==> src/design/cpfm_pkg.sv <==
`timescale 1ns / 1ps

package cpfm_pkg;

  localparam int unsigned DATA_WIDTH      = 32;
  localparam int unsigned ACTION_WIDTH    = 2;
  localparam int unsigned CFG_INDEX_WIDTH = 1;
  localparam int unsigned STEP_WIDTH      = 5;

  localparam logic [DATA_WIDTH-1:0] CLOCK_HZ_RESET     = 32'd100000000;
  localparam logic [DATA_WIDTH-1:0] COUNTER_SPAN_RESET = 32'hFFFF_FFFF;
  localparam logic [STEP_WIDTH-1:0] LAST_STEP          = 5'd31;

  typedef enum logic [ACTION_WIDTH-1:0] {
    ACT_CAPTURE_A = 2'd0,
    ACT_CAPTURE_B = 2'd1,
    ACT_OVERFLOW  = 2'd2,
    ACT_UNUSED    = 2'd3
  } action_t;

  typedef enum logic [CFG_INDEX_WIDTH-1:0] {
    REG_CLOCK_HZ     = 1'd0,
    REG_COUNTER_SPAN = 1'd1
  } reg_index_t;

  typedef struct packed {
    logic [ACTION_WIDTH-1:0] action;
    logic [DATA_WIDTH-1:0]   capture_value;
  } event_word_t;

  typedef struct packed {
    logic [DATA_WIDTH-1:0] period_counts;
    logic [DATA_WIDTH-1:0] frequency;
    logic                  forward;
    logic                  divide_error;
  } result_word_t;

endpackage

==> src/design/capture_period_frequency_meter_unit.sv <==
`timescale 1ns / 1ps

// Capture period and frequency meter. Each accepted event word is a capture on
// channel A (forward), a capture on channel B (reverse) or a counter overflow.
// Overflows, first captures and unused codes give no result. A second capture
// gives one result word, formed in order by the overflow-tally times
// counter-span product, the period subtraction, the shift-subtract divider
// that forms clock_hz / period, and the hand-off to the output register. The
// event side stalls while a second capture is in work; the output register
// holds a finished word until it is taken, and the next event is accepted
// meanwhile. A zero period gives frequency 0 with divide_error set.
// Configuration writes go straight into the registers and are meant for an
// idle block.
module capture_period_frequency_meter_unit (
  input  logic                                  clk,
  input  logic                                  rst,
  input  logic                                  event_valid,
  output logic                                  event_stall,
  input  cpfm_pkg::event_word_t                 event_word,
  output logic                                  result_valid,
  input  logic                                  result_stall,
  output cpfm_pkg::result_word_t                result_word,
  input  logic                                  cfg_write,
  input  logic [cpfm_pkg::CFG_INDEX_WIDTH-1:0]  cfg_index,
  input  logic [cpfm_pkg::DATA_WIDTH-1:0]       cfg_data
);

  typedef enum logic [4:0] {
    S_IDLE = 5'b00001,
    S_MUL  = 5'b00010,
    S_SUB  = 5'b00100,
    S_DIV  = 5'b01000,
    S_OUT  = 5'b10000
  } state_t;

  state_t state;

  logic [cpfm_pkg::DATA_WIDTH-1:0] clock_hz;
  logic [cpfm_pkg::DATA_WIDTH-1:0] counter_span;
  logic [cpfm_pkg::DATA_WIDTH-1:0] first_capture;
  logic                            awaiting_second;
  logic [cpfm_pkg::DATA_WIDTH-1:0] overflow_tally;

  logic [cpfm_pkg::DATA_WIDTH-1:0] second_capture;
  logic                            forward;
  logic [cpfm_pkg::DATA_WIDTH-1:0] span_product;
  logic [cpfm_pkg::DATA_WIDTH-1:0] period;
  logic [cpfm_pkg::DATA_WIDTH-1:0] remainder;
  logic [cpfm_pkg::DATA_WIDTH-1:0] quotient;
  logic [cpfm_pkg::STEP_WIDTH-1:0] step;

  logic                            accept;
  logic                            load;
  logic                            is_capture;
  logic [2*cpfm_pkg::DATA_WIDTH-1:0] product_full;
  logic [cpfm_pkg::DATA_WIDTH:0]   remainder_shift;
  logic [cpfm_pkg::DATA_WIDTH:0]   trial;

  assign event_stall     = (state != S_IDLE);
  assign accept          = event_valid && !event_stall;
  assign load            = (state == S_OUT) && (!result_valid || !result_stall);
  assign is_capture      = (event_word.action == cpfm_pkg::ACT_CAPTURE_A) ||
                           (event_word.action == cpfm_pkg::ACT_CAPTURE_B);
  assign product_full    = overflow_tally * counter_span;
  assign remainder_shift = {remainder, quotient[cpfm_pkg::DATA_WIDTH-1]};
  assign trial           = remainder_shift - {1'b0, period};

  // configuration registers
  always_ff @(posedge clk) begin
    if (rst) begin
      clock_hz     <= cpfm_pkg::CLOCK_HZ_RESET;
      counter_span <= cpfm_pkg::COUNTER_SPAN_RESET;
    end else if (cfg_write) begin
      unique case (cpfm_pkg::reg_index_t'(cfg_index))
        cpfm_pkg::REG_CLOCK_HZ:     clock_hz     <= cfg_data;
        cpfm_pkg::REG_COUNTER_SPAN: counter_span <= cfg_data;
        default: ;
      endcase
    end
  end

  // sequencer and shared datapath
  always_ff @(posedge clk) begin
    if (rst) begin
      state           <= S_IDLE;
      first_capture   <= '0;
      awaiting_second <= 1'b0;
      overflow_tally  <= '0;
      step            <= '0;
    end else begin
      unique case (state)
        S_IDLE: begin
          if (accept) begin
            if (event_word.action == cpfm_pkg::ACT_OVERFLOW) begin
              overflow_tally <= overflow_tally + 1'b1;
            end else if (is_capture && !awaiting_second) begin
              first_capture   <= event_word.capture_value;
              overflow_tally  <= '0;
              awaiting_second <= 1'b1;
            end else if (is_capture) begin
              second_capture  <= event_word.capture_value;
              forward         <= (event_word.action == cpfm_pkg::ACT_CAPTURE_A);
              awaiting_second <= 1'b0;
              state           <= S_MUL;
            end
          end
        end
        S_MUL: begin
          span_product   <= product_full[cpfm_pkg::DATA_WIDTH-1:0];
          overflow_tally <= '0;
          state          <= S_SUB;
        end
        S_SUB: begin
          period    <= second_capture + span_product - first_capture;
          remainder <= '0;
          quotient  <= clock_hz;
          step      <= '0;
          state     <= S_DIV;
        end
        S_DIV: begin
          if (!trial[cpfm_pkg::DATA_WIDTH]) begin
            remainder <= trial[cpfm_pkg::DATA_WIDTH-1:0];
            quotient  <= {quotient[cpfm_pkg::DATA_WIDTH-2:0], 1'b1};
          end else begin
            remainder <= remainder_shift[cpfm_pkg::DATA_WIDTH-1:0];
            quotient  <= {quotient[cpfm_pkg::DATA_WIDTH-2:0], 1'b0};
          end
          step <= step + 1'b1;
          if (step == cpfm_pkg::LAST_STEP) begin
            state <= S_OUT;
          end
        end
        S_OUT: begin
          if (load) begin
            state <= S_IDLE;
          end
        end
        default: state <= S_IDLE;
      endcase
    end
  end

  // output register
  always_ff @(posedge clk) begin
    if (rst) begin
      result_valid <= 1'b0;
    end else if (load) begin
      result_valid <= 1'b1;
    end else if (!result_stall) begin
      result_valid <= 1'b0;
    end
  end

  always_ff @(posedge clk) begin
    if (load) begin
      result_word.period_counts <= period;
      result_word.frequency     <= (period == '0) ? '0 : quotient;
      result_word.forward       <= forward;
      result_word.divide_error  <= (period == '0);
    end
  end

endmodule

==> config.mk <==
export PLATFORM = sky130hd
export DESIGN_NAME = capture_period_frequency_meter_unit
export DESIGN_NICKNAME = d
export VERILOG_FILES = /design/src/design/cpfm_pkg.sv /design/src/design/capture_period_frequency_meter_unit.sv
export SDC_FILE = /design/constraint.sdc
export NUM_CORES = 2
export LEC_CHECK = 0
export ABC_AREA = 1
export BUFFER_PORTS_ARGS = -buffer_cell sky130_fd_sc_hd__buf_4
export CAP_MARGIN = 20
export CORE_MARGIN = 2
export CORE_UTILIZATION = 24
export DETAILED_ROUTE_END_ITERATION = 8
export GPL_ROUTABILITY_DRIVEN = 0
export PLACE_DENSITY = 0.48
export SETUP_SLACK_MARGIN = 0.05
export SLEW_MARGIN = 10
export SYNTH_ARGS = -nofsm -noshare
export SYNTH_HDL_FRONTEND = slang
export SYNTH_SLANG_ARGS = --single-unit
==> constraint.sdc <==
create_clock -name clk -period 16.3 [get_ports clk]
set_clock_uncertainty 0.15 [all_clocks]
set_input_delay 2.445 -clock clk [delete_from_list [all_inputs] [get_ports clk]]
set_output_delay 2.445 -clock clk [all_outputs]
set_load 0.05 [all_outputs]
== After elaboration in Yosys (flattened, before gate mapping) ==
Index checks and enable logic that the tools add are counted.
Storage, ports and cells
  word-level logic and storage cells: 89
  memories kept: 0
  flip-flop bits (word level): 367
  ROM bits: 0
  memory bits (writable): 0
  bits of input ports: 72
  latch bits: 0
Cells by class
  bitwise gates (word level): 4
  magnitude comparators: 0
  multiply operators: 1
  div/mod/pow operators: 0
  equal/unequal tests: 17
  add/sub/neg operators: 5
  multiplexer cells: 20
  shifts and indexed selects: 0
  reduce and logical (&&, ||, !) cells: 24
Operators with widths (number)
  one-hot mux 32 bit (2 select lines): 3
  2-to-1 mux 32 bit: 4
  subtractor 33 x 32 -> 33 bit: 1
  adder 32 x 1 -> 32 bit (second input constant): 1
  adder 32 bit: 1
  zero test 32 bit: 1
  multiplier 32 x 32 -> 32 bit: 1
  subtractor 32 bit: 1
  2-to-1 mux 5 bit: 6
  one-hot mux 5 bit (5 select lines): 1
  != test 2 bit (second input constant): 6
  AND reduction 6 bit: 2
  == test 5 bit (second input constant): 2
  one-hot mux 5 bit (2 select lines): 1
  AND reduction 2 bit: 5
  AND reduction 4 bit: 2
  nonzero test 2 bit: 3
  adder 5 x 1 -> 5 bit (second input constant): 1
  == test 5 x 1 -> 1 bit (second input constant): 1
  == test 5 x 2 -> 1 bit (second input constant): 1
  == test 5 x 3 -> 1 bit (second input constant): 1
  == test 5 x 4 -> 1 bit (second input constant): 1
  2-to-1 mux 1 bit: 5
  != test 5 x 1 -> 1 bit (second input constant): 1
  other kinds (10): 19

== Depth between registers and ports, before layout ==
  depth after elaboration: 7
  mapped depth: 37

== Worst setup path before layout ==
No wires, ideal clock.
  path kind: register to register
  start point: register overflow_tally[12] in the netlist's numbering
  end point: register span_product[28] in the netlist's numbering, data pin
  clock period less this slack: 6.951 ns
  setup time: 0.259 ns
  setup slack: 9.349 ns
  stages on the path, launching flop included: 32
  data arrival time: 6.542 ns
  cell sequence: dfxtp_1 clkbuf_1 clkbuf_1 clkbuf_1 nand2_1 inv_1 fa_1 fa_1 fa_1 inv_1 fa_1 inv_1 fa_1 inv_1 fa_1 inv_1 fa_1 fa_1 ha_1 nand2_1 inv_1 nand2_1 nor3_1 nand4_1 nand3_1 nand3_1 nand2_1 nand2_1 nand2_1 nand2_1 nand2_1 xor2_1
On the way
  longest elaborated chain between the ends: 1
Ends and longest elaborated chain
  start, declared: RTL line capture_period_frequency_meter_unit.sv:42  | logic [cpfm_pkg::DATA_WIDTH-1:0] overflow_tally;
  start signal, assigned: RTL line capture_period_frequency_meter_unit.sv:95  | overflow_tally <= overflow_tally + 1'b1;
  multiplier 32 x 32 -> 32 bit: RTL line capture_period_frequency_meter_unit.sv:64  | assign product_full = overflow_tally * counter_span;
  named net product_full (one bit): RTL line capture_period_frequency_meter_unit.sv:55  | logic [2*cpfm_pkg::DATA_WIDTH-1:0] product_full;
  end signal, assigned: RTL line capture_period_frequency_meter_unit.sv:109  | span_product <= product_full[cpfm_pkg::DATA_WIDTH-1:0];
  end, declared: RTL line capture_period_frequency_meter_unit.sv:46  | logic [cpfm_pkg::DATA_WIDTH-1:0] span_product;
The timed path passes the listed nets, and every way through them passes these cells.
A chain may end at the register's enable or synchronous reset.

== Worst setup path in the final report ==
  start point: register counter_span[8] in the netlist's numbering
  end point: register span_product[31] in the netlist's numbering, data pin
On the way
  longest elaborated chain between the ends: 1
Ends and longest elaborated chain
  start, declared: RTL line capture_period_frequency_meter_unit.sv:39  | logic [cpfm_pkg::DATA_WIDTH-1:0] counter_span;
  start signal, assigned: RTL line capture_period_frequency_meter_unit.sv:72  | counter_span <= cpfm_pkg::COUNTER_SPAN_RESET;
  start signal, assigned: RTL line capture_period_frequency_meter_unit.sv:76  | cpfm_pkg::REG_COUNTER_SPAN: counter_span <= cfg_data;
  multiplier 32 x 32 -> 32 bit: RTL line capture_period_frequency_meter_unit.sv:64
  named net product_full (one bit): RTL line capture_period_frequency_meter_unit.sv:55
The timed path passes the listed nets, and every way through them passes these cells.

==> flow_metrics.env <==
export IMPL_synth_adder_area_share=0.320
export IMPL_ant_nets=0
export IMPL_cp_start_kind="register"
export IMPL_r2r_start="counter_span[8]"
export IMPL_r2r_end="span_product[31]"
export IMPL_insertion_delay_ps=600
export IMPL_worstSetupEndpointType="register"
export IMPL_rrSetupSlack_ps=8840
export IMPL_leakage_nw=20.4
export IMPL_hold_violations=0
export IMPL_core_area_mm2=0.145
export IMPL_hp_start="forward"
export IMPL_n_antenna_cell=0
export IMPL_setup_viol=0
export IMPL_die_w_um=386
export IMPL_die_area_mm2=0.149
export IMPL_final_nets=5035
export IMPL_synth_area_mm2=0.0349
export IMPL_synth_xor_area_frac=0.0281
export IMPL_pre_cts_ws_ps=8760
export IMPL_dr_pass1_iters=5
export IMPL_drc=0
export IMPL_min_period_over_period=0.458
export IMPL_synth_warnings=0
export IMPL_io_pins=140
export IMPL_muxShareOfSynthArea=0
export IMPL_cp_required_ps=16500
export IMPL_cp_arrival_ps=7670
export IMPL_port_buffers=139
export IMPL_drv_cap=0
export IMPL_max_freq_mhz=134
export IMPL_cts_setup_buffers=0
export IMPL_crit_type="register to register"
export IMPL_synth_nets=4980
export IMPL_relSlewSlack=0.273
export IMPL_finalMaxSlewViolations=0
export IMPL_drive_above_1_share=0.0685
export IMPL_synth_compound_area_frac=0.0630
export IMPL_antenna_found_initial=3
export IMPL_vias_per_cell=4.23
export IMPL_ys_types=51
export IMPL_yosysSeqAreaShare=0.275
export IMPL_n_fill_cell=15751
export IMPL_cts_sinks=367
export IMPL_wirelength_um=102000
export IMPL_vias=26574
export IMPL_place_hpwl_um=80900
export IMPL_synthArstFlopShare=0
export IMPL_worst_pin_slew_ps=1090
export IMPL_die_y_um=386
export IMPL_ys_flop_type="edfxtp_1"
export IMPL_synth_top_family_by_area="adder cells"
export IMPL_hold_class="register to register"
export IMPL_grt_max_degree=71
export IMPL_ff2ff_path_depth=21
export IMPL_crit_fanout=26
export IMPL_clk_pin_slew_worst_paths_ps=60
export IMPL_grt_usage=0.138
export IMPL_numCtsBuffers=43
export IMPL_synthSimpleGateAreaFrac=0.176
export IMPL_cts_hold_buf=0
export IMPL_min_to="result_word[1]"
export IMPL_cts_root_buf="clkbuf_16"
export IMPL_avgSynthCellArea_um2=8.17
export IMPL_num_rows=140
export IMPL_drt_iter0_drc=1439
export IMPL_worstSetupStartpoint="counter_span[8]"
export IMPL_cts_tree="yes"
export IMPL_area_growth_pct=13.2
export IMPL_period_needed_ps=7460
export IMPL_status="finished, final reports clean"
export IMPL_max_vdd_ir_drop_mv=0.0683
export IMPL_grt_setup_unrepaired="false"
export IMPL_grt_pass1_vias=27357
export IMPL_seq_area_mm2=0.00962
export IMPL_synth_edf_count=227
export IMPL_grt_overflow_total=0
export IMPL_postCtsResizedCells=0
export IMPL_multi_input_area_mm2=0.0206
export IMPL_ys_seq_elements=367
export IMPL_grt_pass1_wl_um=159000
export IMPL_cellPowerDensity_mw_per_mm2=81.3
export IMPL_fin_ws_ps=8840
export IMPL_tns_ps=0
export IMPL_routedWlPerCell_um=16.2
export IMPL_synthCells=4278
export IMPL_initial_core_util=0.241
export IMPL_clockBufferDepth=3
export IMPL_cts_max_level=2
export IMPL_min_delay_path_depth=0
[power by group]
part / total [W] / switching [W] / internal, W
clock network: 0.000988 / 0.000411 / 0.000577
registers: 0.00110 / 0.0000358 / 0.00106
logic: 0.00113 / 0.000728 / 0.000402
[metrics by stage]
| step | cells | util | power (W) | cell area (um^2) | hold slack, ps |
|---|---|---|---|---|---|
| after floorplan | 4278 | - | 0.00187 | 34900 | 250 |
| after global placement | 6198 | 0.262 | 0.00224 | 38000 | 287 |
| after detailed placement | 6199 | 0.262 | 0.00224 | 38000 | 285 |
| after CTS | 6279 | 0.272 | 0.00325 | 39500 | 301 |
| after global routing | 6285 | 0.273 | 0.00343 | 39600 | 305 |
| final | 6285 | 0.273 | 0.00322 | 39600 | 300 |
[area by class of cell]
type                            instances  area share
Inverter                             1087       0.103
Clock buffer                           65      0.0324
Multi-Input combinational cell       2648       0.519
Timing Repair Buffer                  186      0.0375
Tap cell                             1917      0.0606
Clock inverter                         15     0.00370
Sequential cell                       367       0.243
[synth_stat cells (2+ instances only)]
| master | count | area [um^2] |
|---|---|---|
| a221oi_1 | 3 | 26.3 |
| buf_4 | 2 | 15.0 |
| a21boi_0 | 6 | 45.0 |
| nand2_2 | 4 | 25.0 |
| ha_1 | 190 | 2380 |
| dfxtp_1 | 140 | 2800 |
| a21o_1 | 12 | 90.1 |
| nand3_2 | 3 | 30.0 |
| nand3b_1 | 8 | 60.1 |
| nor4_4 | 3 | 63.8 |
| o21ai_0 | 161 | 806 |
| a21oi_2 | 5 | 43.8 |
| clkbuf_1 | 122 | 458 |
| nor2_4 | 2 | 22.5 |
| xor2_1 | 65 | 569 |
| nand2_1 | 1003 | 3760 |
| and3_1 | 2 | 12.5 |
| a211oi_1 | 6 | 45.0 |
| nor4_1 | 14 | 87.6 |
| edfxtp_1 | 227 | 6820 |
| inv_1 | 1080 | 4050 |
| nor2_1 | 271 | 1020 |
| o21ai_1 | 17 | 85.1 |
| a21oi_1 | 159 | 796 |
| inv_2 | 7 | 26.3 |
| o211ai_1 | 4 | 30.0 |
| nor3_1 | 22 | 110 |
| buf_1 | 24 | 90.1 |
| xnor2_1 | 47 | 412 |
| nor3_2 | 5 | 50.1 |
| buf_2 | 22 | 110 |
| o221a_2 | 2 | 22.5 |
| o21a_1 | 4 | 30.0 |
| o21bai_1 | 13 | 97.6 |
| nand3_1 | 129 | 646 |
| a31oi_1 | 7 | 43.8 |
| nand4_1 | 28 | 175 |
| fa_1 | 440 | 8810 |
| nor4_2 | 2 | 25.0 |
| buf_6 | 6 | 67.6 |
[kinds of logic (layout without fill, tap and decap cells)]
| family | count (synthesis) | after routing |
|---|---|---|
| xor+xnor | 112 | 112 |
| fa+ha+maj | 630 | 630 |
| compound gates | 404 | 404 |
| buf+inv | 1263 | 1353 |
| simple gates | 1502 | 1502 |
| flops | 367 | 367 |
[layout by cell type, fill, tap and decap left out, drive strengths merged]
cell type  instances
fa               440
o221a              2
a21oi            164
xnor2             47
a31oi              7
o211ai             4
o311ai             1
nor3              27
nand3b             8
clkbuf            65
or2                2
and3               2
o21ai            178
a221oi             3
nand3            132
a211oi             6
edfxtp           227
o21bai            13
o2111ai            1
nor2             274
a22oi              1
buf              186
o21a               4
inv             1088
a21o              12
nand4             29
xor2              65
bufinv             2
clkinvlp           1
dfxtp            140
ha               190
and2               1
o31ai              1
clkinv            11
a21boi             7
nor4              19
nand2           1008
[state kept, by name, summed over array words and instances (netlist names)]
signal,cells
awaiting_second,1
forward,1
overflow_tally,32
quotient,32
state,5
second_capture,32
clock_hz,32
span_product,32
remainder,32
counter_span,32
result_word,66
first_capture,32
step,5
result_valid,1
period,32
[critical path: stages (launching register included)]
cell	delay, ps
dfxtp_1	1030
nand2_1	210
fa_1	490
inv_1	100
fa_1	430
fa_1	560
inv_1	60
fa_1	480
inv_1	60
fa_1	480
fa_1	560
fa_1	430
fa_1	450
ha_1	380
a21oi_1	290
o21ai_0	130
a21oi_1	160
o2111ai_1	150
nor2_1	410
inv_1	80
nand2_1	80
nand2_1	40
[layer usage]
| layer | part of all wire | up-vias | global-route usage |
|---|---|---|---|
| met5 | 0.00014 | - | 0 |
| met4 | 0.025 | 4 | 0.0354 |
| met3 | 0.033 | 112 | 0.0137 |
| met2 | 0.50 | 449 | 0.244 |
| met1 | 0.44 | 13099 | 0.179 |
| li1 | - | 12910 | - |
[worst max-delay path by stage]
| stage | slack, ps | end | depth (start not counted) |
|---|---|---|---|
| global route | 8400 | span_product[31] | 23 |
| detailed placement | 8760 | span_product[31] | 21 |
| CTS | 8750 | span_product[31] | 21 |
| global placement | 8780 | span_product[31] | 21 |
| finish | 8840 | span_product[31] | 21 |
| floorplan | 9350 | span_product[28] | 31 |
(Power assumes the default switching activity.)
